<file path="src/rtl/core/osxc_pkg.sv">
// ----------------------------------------------------------------------------
// osxc_pkg: shared types and constants for the one-sided cross-correlator
// Store depth, lag limits, datapath widths, register indexes and FSM states.
// ----------------------------------------------------------------------------
package osxc_pkg;

    localparam int FRAME_DEPTH = 1024;
    localparam int MAX_LAGS    = 64;

    localparam int ADDR_W  = $clog2(FRAME_DEPTH);
    localparam int CNT_W   = $clog2(FRAME_DEPTH + 1);
    localparam int LAG_W   = 6;
    localparam int LCNT_W  = 7;
    localparam int SAMP_W  = 16;
    localparam int PROD_W  = 2 * SAMP_W;
    localparam int ACC_W   = PROD_W + CNT_W - 1;
    localparam int DIV_W   = ACC_W;
    localparam int DIV_CNT_W = $clog2(DIV_W);
    localparam int MEAN_W  = 32;
    localparam int SCALE_W = 32;
    localparam int VAL_W   = 40;
    localparam int CFG_IDX_W  = 8;
    localparam int CFG_DATA_W = 32;

    localparam logic [LCNT_W-1:0]  LAG_COUNT_RST  = 7'd51;
    localparam logic [SCALE_W-1:0] NORM_SCALE_RST = 32'd3054199;

    localparam logic [CFG_IDX_W-1:0] REG_LAG_COUNT  = 8'd0;
    localparam logic [CFG_IDX_W-1:0] REG_NORM_SCALE = 8'd1;

    typedef struct packed {
        logic [ADDR_W-1:0] addr;
        logic [SAMP_W-1:0] ipsi;
        logic [SAMP_W-1:0] contra;
    } osxc_wr_t;

    typedef enum logic [2:0] {
        ST_LOAD,
        ST_LAG,
        ST_MAC,
        ST_DIV,
        ST_MUL,
        ST_FIN
    } osxc_state_t;

endpackage

</file>
<file path="src/rtl/core/osxc_div.sv">
// ----------------------------------------------------------------------------
// osxc_div: iterative unsigned divider
// Restoring division, one quotient bit per cycle, pulses done when finished.
// ----------------------------------------------------------------------------
module osxc_div (
    input  logic                        clk,
    input  logic                        rst_n,
    input  logic                        start,
    input  logic [osxc_pkg::DIV_W-1:0]  dividend,
    input  logic [osxc_pkg::CNT_W-1:0]  divisor,
    output logic                        done,
    output logic [osxc_pkg::DIV_W-1:0]  quotient
);
    import osxc_pkg::*;

    logic                 busy_reg, busy_next;
    logic                 done_reg, done_next;
    logic [DIV_CNT_W-1:0] cnt_reg, cnt_next;
    logic [CNT_W-1:0]     rem_reg, rem_next;
    logic [DIV_W-1:0]     quo_reg, quo_next;
    logic [CNT_W-1:0]     dsr_reg, dsr_next;
    logic [CNT_W:0]       trial;

    always_comb
    begin
        busy_next = busy_reg;
        done_next = 1'b0;
        cnt_next  = cnt_reg;
        rem_next  = rem_reg;
        quo_next  = quo_reg;
        dsr_next  = dsr_reg;
        trial     = {rem_reg, quo_reg[DIV_W-1]};
        if (start)
        begin
            busy_next = 1'b1;
            cnt_next  = '0;
            rem_next  = '0;
            quo_next  = dividend;
            dsr_next  = divisor;
        end
        else if (busy_reg)
        begin
            // trial stays below twice the divisor, so one subtract settles the bit
            if (trial >= {1'b0, dsr_reg})
            begin
                rem_next = CNT_W'(trial - {1'b0, dsr_reg});
                quo_next = {quo_reg[DIV_W-2:0], 1'b1};
            end
            else
            begin
                rem_next = trial[CNT_W-1:0];
                quo_next = {quo_reg[DIV_W-2:0], 1'b0};
            end
            cnt_next = cnt_reg + 1'b1;
            if (cnt_reg == DIV_CNT_W'(DIV_W - 1))
            begin
                busy_next = 1'b0;
                done_next = 1'b1;
            end
        end
    end

    always_ff @(posedge clk or negedge rst_n)
    begin
        if (!rst_n)
        begin
            busy_reg <= 1'b0;
            done_reg <= 1'b0;
            cnt_reg  <= '0;
        end
        else
        begin
            busy_reg <= busy_next;
            done_reg <= done_next;
            cnt_reg  <= cnt_next;
        end
    end

    always_ff @(posedge clk)
    begin
        rem_reg <= rem_next;
        quo_reg <= quo_next;
        dsr_reg <= dsr_next;
    end

    assign done     = done_reg;
    assign quotient = quo_reg;

endmodule
</file>
<file path="config.mk">
export PLATFORM = sky130hd
export DESIGN_NAME = osxc_div
export DESIGN_NICKNAME = d
export VERILOG_FILES = /design/src/rtl/core/osxc_pkg.sv /design/src/rtl/core/osxc_div.sv
export SDC_FILE = /design/constraint.sdc
export NUM_CORES = 1
export LEC_CHECK = 0
export BUFFER_PORTS_ARGS = -buffer_cell sky130_fd_sc_hd__clkbuf_2
export CORE_MARGIN = 4
export CORE_UTILIZATION = 50
export DETAILED_ROUTE_END_ITERATION = 8
export MAX_ROUTING_LAYER = met4
export PLACE_DENSITY_LB_ADDON = 0.05
export SLEW_MARGIN = 15
export SYNTH_ARGS = -nofsm -noshare
export SYNTH_HDL_FRONTEND = slang
export SYNTH_SLANG_ARGS = --single-unit
</file>
<file path="constraint.sdc">
create_clock -name clk -period 4.8 [get_ports clk]
set_input_delay 0.48 -clock clk [delete_from_list [all_inputs] [get_ports clk]]
set_output_delay 0.48 -clock clk [all_outputs]
set_load 0.02 [all_outputs]
</file>
==> results of run 1 <==
stage by stage:
step | area, um^2 | std cells | hold slack [ns] | util (%)
floorplan | 3566 | 274 | 0.1844 | -
global placement | 4136 | 458 | 0.3383 | 60.22
detailed placement | 4136 | 458 | 0.3387 | 60.22
CTS | 4354 | 474 | 0.3008 | 63.39
global route | 4354 | 474 | 0.2927 | 63.39
finish | 4354 | 474 | 0.3189 | 63.39
power by group through the flow:
stage          clock (mW)  sequential (mW)  combinational (mW)
2_1_floorplan           0            0.875               0.413
3_3_place_gp            0            0.834               0.591
3_5_place_dp            0            0.833               0.596
4_1_cts             0.520            0.821               0.598
5_1_grt             0.544            0.834               0.661
6_report            0.504            0.821               0.597
worst paths after layout:
| check | endpoint | slack, ns |
|---|---|---|
| setup / recovery | rem_reg[0] | 2.05 |
| setup reg to reg | rem_reg[0] | 2.05 |
| max in group asynchronous | busy_reg | 4.11 |
| hold reg to reg | rem_reg[3] | 0.51 |
| hold / removal | dsr_reg[2] | 0.32 |
| min in group asynchronous | cnt_reg[3] | 0.51 |
cell type report:
class | instances | area, um^2
fillers | 572 | 2515
flip-flops and latches | 72 | 2012
multi-input cells | 173 | 1434
repair buffers | 101 | 515.5
clock buffers | 9 | 123.9
well taps | 96 | 120.1
clock inverters | 6 | 83.83
inverters | 17 | 65.06
worst max-delay path, stage by stage (launching register included):
cell,delay (ns)
edfxtp_1,0.35
inv_1,0.06
ha_1,0.22
fa_1,0.41
nor2b_1,0.17
o31a_1,0.20
o21ai_2,0.13
o21ai_2,0.57
mux2_4,0.36
a211oi_2,0.21
metal layers:
metal	GRT usage, %	wire length [um]
met1	22.01	3188
met4	3.713	52
met3	5.280	433
met2	24.11	2944
met5	-	0
timing repair:
item,in CTS,in global routing
hold buffers,1,0
hold endpoints to repair,8,0
gates resized for setup,0,0
logic make-up (layout without fill, tap and decap cells):
logic type	after synthesis	after routing	synth area share [%]
flops	72	72	56.42
simple gates	60	60	9.369
mux	50	50	15.65
compound gates	40	40	7.859
buf+inv	29	133	3.368
fa+ha+maj	14	14	5.123
xor+xnor	9	9	2.211
cells in the mapped netlist (4+ instances only):
cell type  count
inv_1         16
xnor2_1        6
nand2b_1       4
ha_1          13
dfrtp_1        8
nand2_1        8
o21ai_0       11
a211oi_1       8
nand3_1        5
mux2i_1        7
dfxtp_1       11
mux2_2        42
buf_1          6
edfxtp_1      53
nor2_1        22
a21oi_1        5
==> impl_metrics.tcl, run 1 <==
set metrics [dict create \
    yosysSeqAreaShare_pct 56.42 \
    worstMarginPinSlew_ns 0.9466 \
    p_seq_share_pct 42.7 \
    internal_power_mw 1.326 \
    grtUsageTotal_pct 16.30 \
    status "finished, final reports clean" \
    total_power_mw 1.921 \
    critPathRequiredTime_ns 5.05 \
    post_cts_buffers 0 \
    ys_seq_elements 72 \
    pin_count 99 \
    finalCritPeriodShare_pct 57.20 \
    fin_skew_ns 0.01012 \
    grt_start_max_net_pins 74 \
    grt_pass1_vias 2255 \
    yosys.area.top_type_share_pct 44.63 \
    finalHoldViolations 0 \
    worst_slew_margin_rel_pct 36.90 \
    final_antenna_net_count 0 \
    synthesis.nets 344 \
    diodes 0 \
    antenna_found_initial 0 \
    drive_gt1_share_pct 44.97 \
    chipHeight_um 92.45 \
    p_comb_share_pct 31.1 \
    grt_pass1_wl_mm 10.76 \
    reg2reg_depth 9 \
    viasPerCell 4.989 \
    start_util_pct 51.91 \
    htreeDepth 3 \
    reg2reg_from "quotient[41]" \
    nNetsFinal 444 \
    final_common_cell "clkbuf_2" \
    gr-total-overflow 0 \
    synth_edf_count 53 \
    vdd_drop_max_v 0.0002266 \
    numCtsBuffers 9 \
    cts_tree "yes" \
    final_cell_mix "98 x clkbuf_2, 53 x edfxtp_1, 42 x mux2_2" \
    netlist_area_mm2 0.003566 \
    min_from "divisor[2]" \
    p_leak_nw 1.896 \
    slew_violations 0 \
    port_buffers 98 \
    ys_top_cells_by_area "edfxtp_1 45%, mux2_2 13%, dfxtp_1 6.2%" \
    die_w_um 92.45 \
    fin_crit_ns 2.746 \
    worst_setup_path_end_kind "flip-flop" \
    cap_viol_max_count 0 \
    finalSetupTns_ns 0 \
    drcViolationCount 0 \
    netlist_instances 274 \
    yosysUniqueCellTypes 47 \
    p_clk_share_pct 26.2 \
    yosysTopAreaCell "edfxtp_1" \
    ys.warnings.count 0 \
    preCtsSetupSlack_ns 2.071 \
    worstSetupStartpoint "quotient[41]" \
    cts_sinks 72 \
    hold_depth 1 \
    clock_path_buffers 2 \
    finalSetupViolations 0 \
    dieArea_mm2 0.008547 \
    core-area_mm2 0.006869 \
    wirelength_mm 6.619 \
    firstDrtPassIters 4 \
    largest_reg_flops 42 \
    layout_setup_ws_ns 2.054 \
    num_rows 30 \
    dr.first_iter.drc_count 93 \
    worstSetupPathType "flip-flop to flip-flop" \
    sw_frac_of_total_pct 31.01 \
    synthFlopType "edfxtp_1" \
    critPathArrivalTime_ns 3.00 \
    routabilityCongestion 0.8336 \
    post_drt_wl_per_cell_um 13.96 \
    syn2layout_area_growth_pct 22.11 \
    switchingPower_uw 595.7 \
    hpwl_mm 4.834 \
    hp-class "primary input to flip-flop" \
    postSynthAreaPerCell_um2 13.01 \
    start_kind "flip-flop" \
    ys_async_sr_fraction_pct 11.11 \
    cellPowerDensity_mw_per_mm2 441.3 \
    rsz0062_at_grt "no" \
    clk_pin_slew_worst_paths_ns 0.07 \
    dr_total_vias 2365 \
    clkLatencyLatePin_ns 0.34 \
    fmax_mhz 364.2 \
    critPathMaxFanout 14 \
    root_buffer "clkbuf_8" \
]
Power figures use the tool's default switching activity.
==> inputs of run 2 (changes only) <==
==> constraint.sdc (replaced) <==
create_clock -name clk -period 2.6 [get_ports clk]
set_input_delay 0.26 -clock clk [delete_from_list [all_inputs] [get_ports clk]]
set_output_delay 0.26 -clock clk [all_outputs]
set_load 0.02 [all_outputs]
==> run 2 against run 1 <==
  * Utilization increased by 0.67 points
  * Largest power group unchanged
  * Largest cell class unchanged
  * Power grew 84%
  * Sequential share of layout area shrank 0.49 points
  * Non-clock buffer count rose by 7
==> impl_metrics.tcl, run 2 (synthesis gave the netlist of run 1 again) <==
set metrics [dict create \
    finalHoldViolations 0 \
    start_kind "flip-flop" \
    fin_crit_ns 2.475 \
    finalCritPeriodShare_pct 95.19 \
    gr-total-overflow 0 \
    worstSetupStartpoint "quotient[41]" \
    worst_slew_margin_rel_pct 64.10 \
    wirelength_mm 6.924 \
    num_rows 30 \
    drcViolationCount 0 \
    antenna_found_initial 0 \
    clk_pin_slew_worst_paths_ns 0.07 \
    p_leak_nw 1.914 \
    final_antenna_net_count 0 \
    final_cell_mix "98 x clkbuf_2, 53 x edfxtp_1, 42 x mux2_2" \
    grtUsageTotal_pct 17.01 \
    grt_pass1_vias 2333 \
    vdd_drop_max_v 0.0004547 \
    critPathMaxFanout 8 \
    routabilityCongestion 0.8682 \
    grt_start_max_net_pins 43 \
    slowest_stage "edfxtp_1" \
    status "finished, final reports clean" \
    firstDrtPassIters 4 \
    cellPowerDensity_mw_per_mm2 805.5 \
    hold_depth 1 \
    cpPeakStageDelay_ns 0.40 \
    worstMarginPinSlew_ns 0.5386 \
    numCtsBuffers 9 \
    cts_sinks 72 \
    slew_violations 0 \
    final_common_cell "clkbuf_2" \
    cp-endpoint "rem_reg[1]" \
    port_buffers 98 \
    r2r_slack_ns 0.12 \
    htreeDepth 3 \
    diodes 0 \
    worst_setup_path_end_kind "flip-flop" \
    crit_top_cell "o21ai_2" \
    fmax_mhz 404.0 \
    start_util_pct 51.91 \
    hpwl_mm 5.088 \
    core-area_mm2 0.006869 \
    chipHeight_um 92.45 \
    nFillCells 565 \
    design_area_mm2 0.004400 \
    clock_path_buffers 2 \
    post_drt_wl_per_cell_um 14.37 \
    grt_pass1_wl_mm 11.08 \
    critPathArrivalTime_ns 2.69 \
    critPathRequiredTime_ns 2.82 \
    largest_reg_flops 42 \
    final_cells 482 \
    worstSetupPathType "flip-flop to flip-flop" \
    cap_viol_max_count 0 \
    r2r_end "rem_reg[1]" \
    pin_count 99 \
    hp-class "primary input to flip-flop" \
    worstPathCellList "inv_1 > ha_1 > fa_2 > nor2b_1 > o31a_1 > o21ai_2 > o21ai_2 > buf_6 > nor4bb_1 > or3_1" \
    finalSetupViolations 0 \
    viasPerCell 5.058 \
    drive_gt1_share_pct 46.11 \
    clkLatencyLatePin_ns 0.34 \
    syn2layout_area_growth_pct 23.40 \
    fin_skew_ns 0.01025 \
    dp.cells 465 \
    cts_tree "yes" \
    reg2reg_depth 10 \
    finalSetupTns_ns 0 \
    reg2reg_from "quotient[41]" \
    die_w_um 92.45 \
    rsz0062_at_grt "no" \
    dieArea_mm2 0.008547 \
    root_buffer "clkbuf_8" \
    dr_total_vias 2438 \
    nNetsFinal 451 \
    dr.first_iter.drc_count 71 \
    postPlaceCellArea_mm2 0.004189 \
]
==> run 2: cell type report <==
type                    instances  area (um^2)  share of cell area (%)
clock buffers                  10        127.6                   2.900
clock inverters                 6        67.56                   1.535
inverters                      17        65.06                   1.479
repair buffers                108        571.8                   12.99
multi-input cells             173         1436                   32.64
well taps                      96        120.1                   2.730
flip-flops and latches         72         2012                   45.72
==> run 2: critical path, delay by kind of cell, from the launching register on <==
kind                     cells  cell delay (ns)
adder cells (fa/ha/maj)      2             0.41
flip-flops                   1             0.40
AND/OR/NAND/NOR              3             0.56
buffers and inverters        2             0.27
AO/OA/AOI/OAI                3             0.73
==> run 2: power by group <==
| group | internal, mW | leakage (nW) | total, mW | switching [mW] |
|---|---|---|---|---|
| clock | 0.447 | 0.0929 | 0.869 | 0.422 |
| combinational | 0.545 | 1.07 | 1.16 | 0.617 |
| sequential | 1.41 | 0.748 | 1.51 | 0.105 |
==> run 2: stage by stage <==
step	total power, mW	util [%]	hold WS, ns	setup WS (ns)
floorplan	2.377	-	-0.03559	0.2437
global placement	2.676	60.98	0.1198	0.2081
detailed placement	2.689	60.98	0.1166	0.1260
CTS	3.568	63.97	0.08123	0.1040
global route	3.758	64.06	0.07428	0.001453
finish	3.544	64.06	0.09817	0.1250
==> run 2: repair_timing <==
item,4_1_cts,5_1_grt
buffers inserted,0,0
endpoints found under the setup margin,0,2
hold buffers,1,0
gates resized for setup,0,2
hold endpoints to repair,8,0
==> run 2: metal layers <==
layer / wire, um / part of all wire [%] / vias to the layer above / GRT usage (%)
met5: 0 / 0 / - / -
met4: 91 / 1.3 / 0 / 6.683
met3: 422 / 6.1 / 9 / 3.656
met2: 3096 / 45 / 80 / 25.14
met1: 3315 / 48 / 1115 / 23.02
li1: - / - / 1234 / -
==> run 2: how the worst min path moves through the flow <==
stage	startpoint	endpoint	slack [ns]
finish	divisor[6]	dsr_reg[6]	0.1
global route	divisor[1]	dsr_reg[1]	0.07
CTS	divisor[6]	dsr_reg[6]	0.08
detailed placement	rst_n	cnt_reg[5]	0.12
global placement	rst_n	cnt_reg[5]	0.12
floorplan	rst_n	busy_reg	-0.04
==> inputs of run 3 (changes only) <==
--- a/config.mk
+++ b/config.mk
@@ -5,12 +5,14 @@
 export SDC_FILE = /design/constraint.sdc
 export NUM_CORES = 1
 export LEC_CHECK = 0
-export BUFFER_PORTS_ARGS = -buffer_cell sky130_fd_sc_hd__clkbuf_2
 export CORE_MARGIN = 4
 export CORE_UTILIZATION = 50
 export DETAILED_ROUTE_END_ITERATION = 8
+export DONT_BUFFER_PORTS = 1
 export MAX_ROUTING_LAYER = met4
 export PLACE_DENSITY_LB_ADDON = 0.05
+export RECOVER_POWER = 25
+export SKIP_LAST_GASP = 1
 export SLEW_MARGIN = 15
 export SYNTH_ARGS = -nofsm -noshare
 export SYNTH_HDL_FRONTEND = slang
==> run 3 against run 2 <==
  * Maximum frequency is 0.12% higher
  * Die area stayed put
  * Routed wire length is 5.0% lower
  * Count of clock-buffer cells in the layout stayed put
  * Clock power is 0.9% higher
  * Register-to-register slack hardly changed
  * Largest cell class unchanged
  * Largest power group unchanged
==> impl_metrics.tcl, run 3 (synthesis gave the netlist of run 1 again) <==
set metrics [dict create \
    start_kind "flip-flop" \
    chipHeight_um 92.45 \
    numCtsBuffers 9 \
    fin_skew_ns 0.006567 \
    hpwl_mm 4.508 \
    cellPowerDensity_mw_per_mm2 859.0 \
    die_w_um 92.45 \
    worstSetupPathType "flip-flop to flip-flop" \
    status "finished, final reports clean" \
    clk_pin_slew_worst_paths_ns 0.08 \
    design_area_mm2 0.004070 \
    clock_path_buffers 2 \
    core-area_mm2 0.006869 \
    wirelength_mm 6.581 \
    nFillCells 589 \
    firstDrtPassIters 4 \
    total_power_mw 3.496 \
    hp-class "primary input to flip-flop" \
    dr_total_vias 2147 \
    start_util_pct 51.91 \
    cts_sinks 72 \
    dp.cells 366 \
    dieArea_mm2 0.008547 \
    viasPerCell 5.381 \
    critPathMaxFanout 9 \
    finalHoldViolations 0 \
    layout_setup_ws_ns 0.1279 \
    drcViolationCount 0 \
    critPathArrivalTime_ns 2.73 \
    p_leak_nw 1.574 \
    cap_viol_max_count 0 \
    final_antenna_net_count 0 \
    worst_slew_margin_rel_pct 52.86 \
    seq_area_mm2 0.002012 \
    cts_tree "yes" \
    antenna_found_initial 0 \
    finalSetupViolations 0 \
    post_drt_wl_per_cell_um 16.49 \
    routabilityCongestion 0.8130 \
    nNetsFinal 368 \
    whs_ns 0.04036 \
    slew_violations 0 \
    hold_depth 0 \
    worst_setup_path_end_kind "flip-flop" \
    postPlaceCellArea_mm2 0.003691 \
    grtUsageTotal_pct 16.38 \
    port_buffers 0 \
    final_cell_mix "53 x edfxtp_1, 42 x mux2_2, 22 x nor2_1" \
    drive_gt1_share_pct 27.72 \
    final_cells 399 \
    largest_reg_flops 42 \
    pin_count 99 \
    multiInputGateArea_mm2 0.001451 \
    final_common_cell "edfxtp_1" \
    syn2layout_area_growth_pct 14.14 \
    clkLatencyLatePin_ns 0.33 \
    preCtsSetupSlack_ns 0.09524 \
    finalCritPeriodShare_pct 95.08 \
    root_buffer "clkbuf_8" \
    reg2reg_depth 10 \
    htreeDepth 3 \
    grt_pass1_wl_mm 10.63 \
    critPathRequiredTime_ns 2.85 \
    num_rows 30 \
    finalSetupTns_ns 0 \
    grt_start_max_net_pins 60 \
    grt_pass1_vias 2095 \
    fin_crit_ns 2.472 \
    fmax_mhz 404.5 \
    worstMarginPinSlew_ns 0.7048 \
    postLayoutCoreUtil_pct 59.25 \
    diodes 0 \
    gr-total-overflow 0 \
    dr.first_iter.drc_count 87 \
    vdd_drop_max_v 0.0004381 \
]
[run 3: worst paths after layout]
| check | from | slack [ns] | to |
|---|---|---|---|
| max in group asynchronous | rst_n | 2.08 | cnt_reg[0] |
| min in group asynchronous | rst_n | 0.27 | cnt_reg[3] |
| worst max register to register | quotient[41] | 0.13 | rem_reg[0] |
| worst max-delay path | quotient[41] | 0.13 | rem_reg[0] |
| worst min-delay path | start | 0.04 | dsr_reg[4] |
| worst min register to register | rem_reg[2] | 0.52 | rem_reg[2] |
[run 3: layer usage]
layer	share of wire (%)	up-vias	global-route usage (%)	routed length [um]
met5	0	-	-	0
met4	0.76	0	6.312	50
met3	7.3	9	5.686	482
met2	46	76	23.56	2997
met1	46	991	21.38	3051
li1	-	1071	-	-
[run 3: critical path, cell delays in order, from the launching register on]
cell and delay, ns:
edfxtp_1 0.36, inv_1 0.06, ha_1 0.24, fa_2 0.37, nor2b_2 0.14, o31a_1 0.25
o21ai_4 0.11, o21ai_2 0.21, buf_6 0.16, mux2_4 0.31, a211oi_2 0.19
[run 3: what timing repair did]
action	CTS	global route
resized for setup	0	5
setup endpoints to repair	0	4
hold buffers	10	4
endpoints found under the hold margin	32	4
buffers inserted	0	3
[run 3: final cells by class]
class	count	share of cell area [%]
Sequential cell	72	49.43
Multi-Input combinational cell	173	35.66
Timing Repair Buffer	25	5.564
Clock buffer	10	3.136
Tap cell	96	2.951
Clock inverter	6	1.660
Inverter	17	1.599
[run 3: power breakdown]
group / total [mW] / switching (mW) / internal, mW
Clock: 0.877 / 0.428 / 0.449
Combinational: 0.983 / 0.477 / 0.506
Sequential: 1.64 / 0.222 / 1.41
Total: 3.50 / 1.13 / 2.37
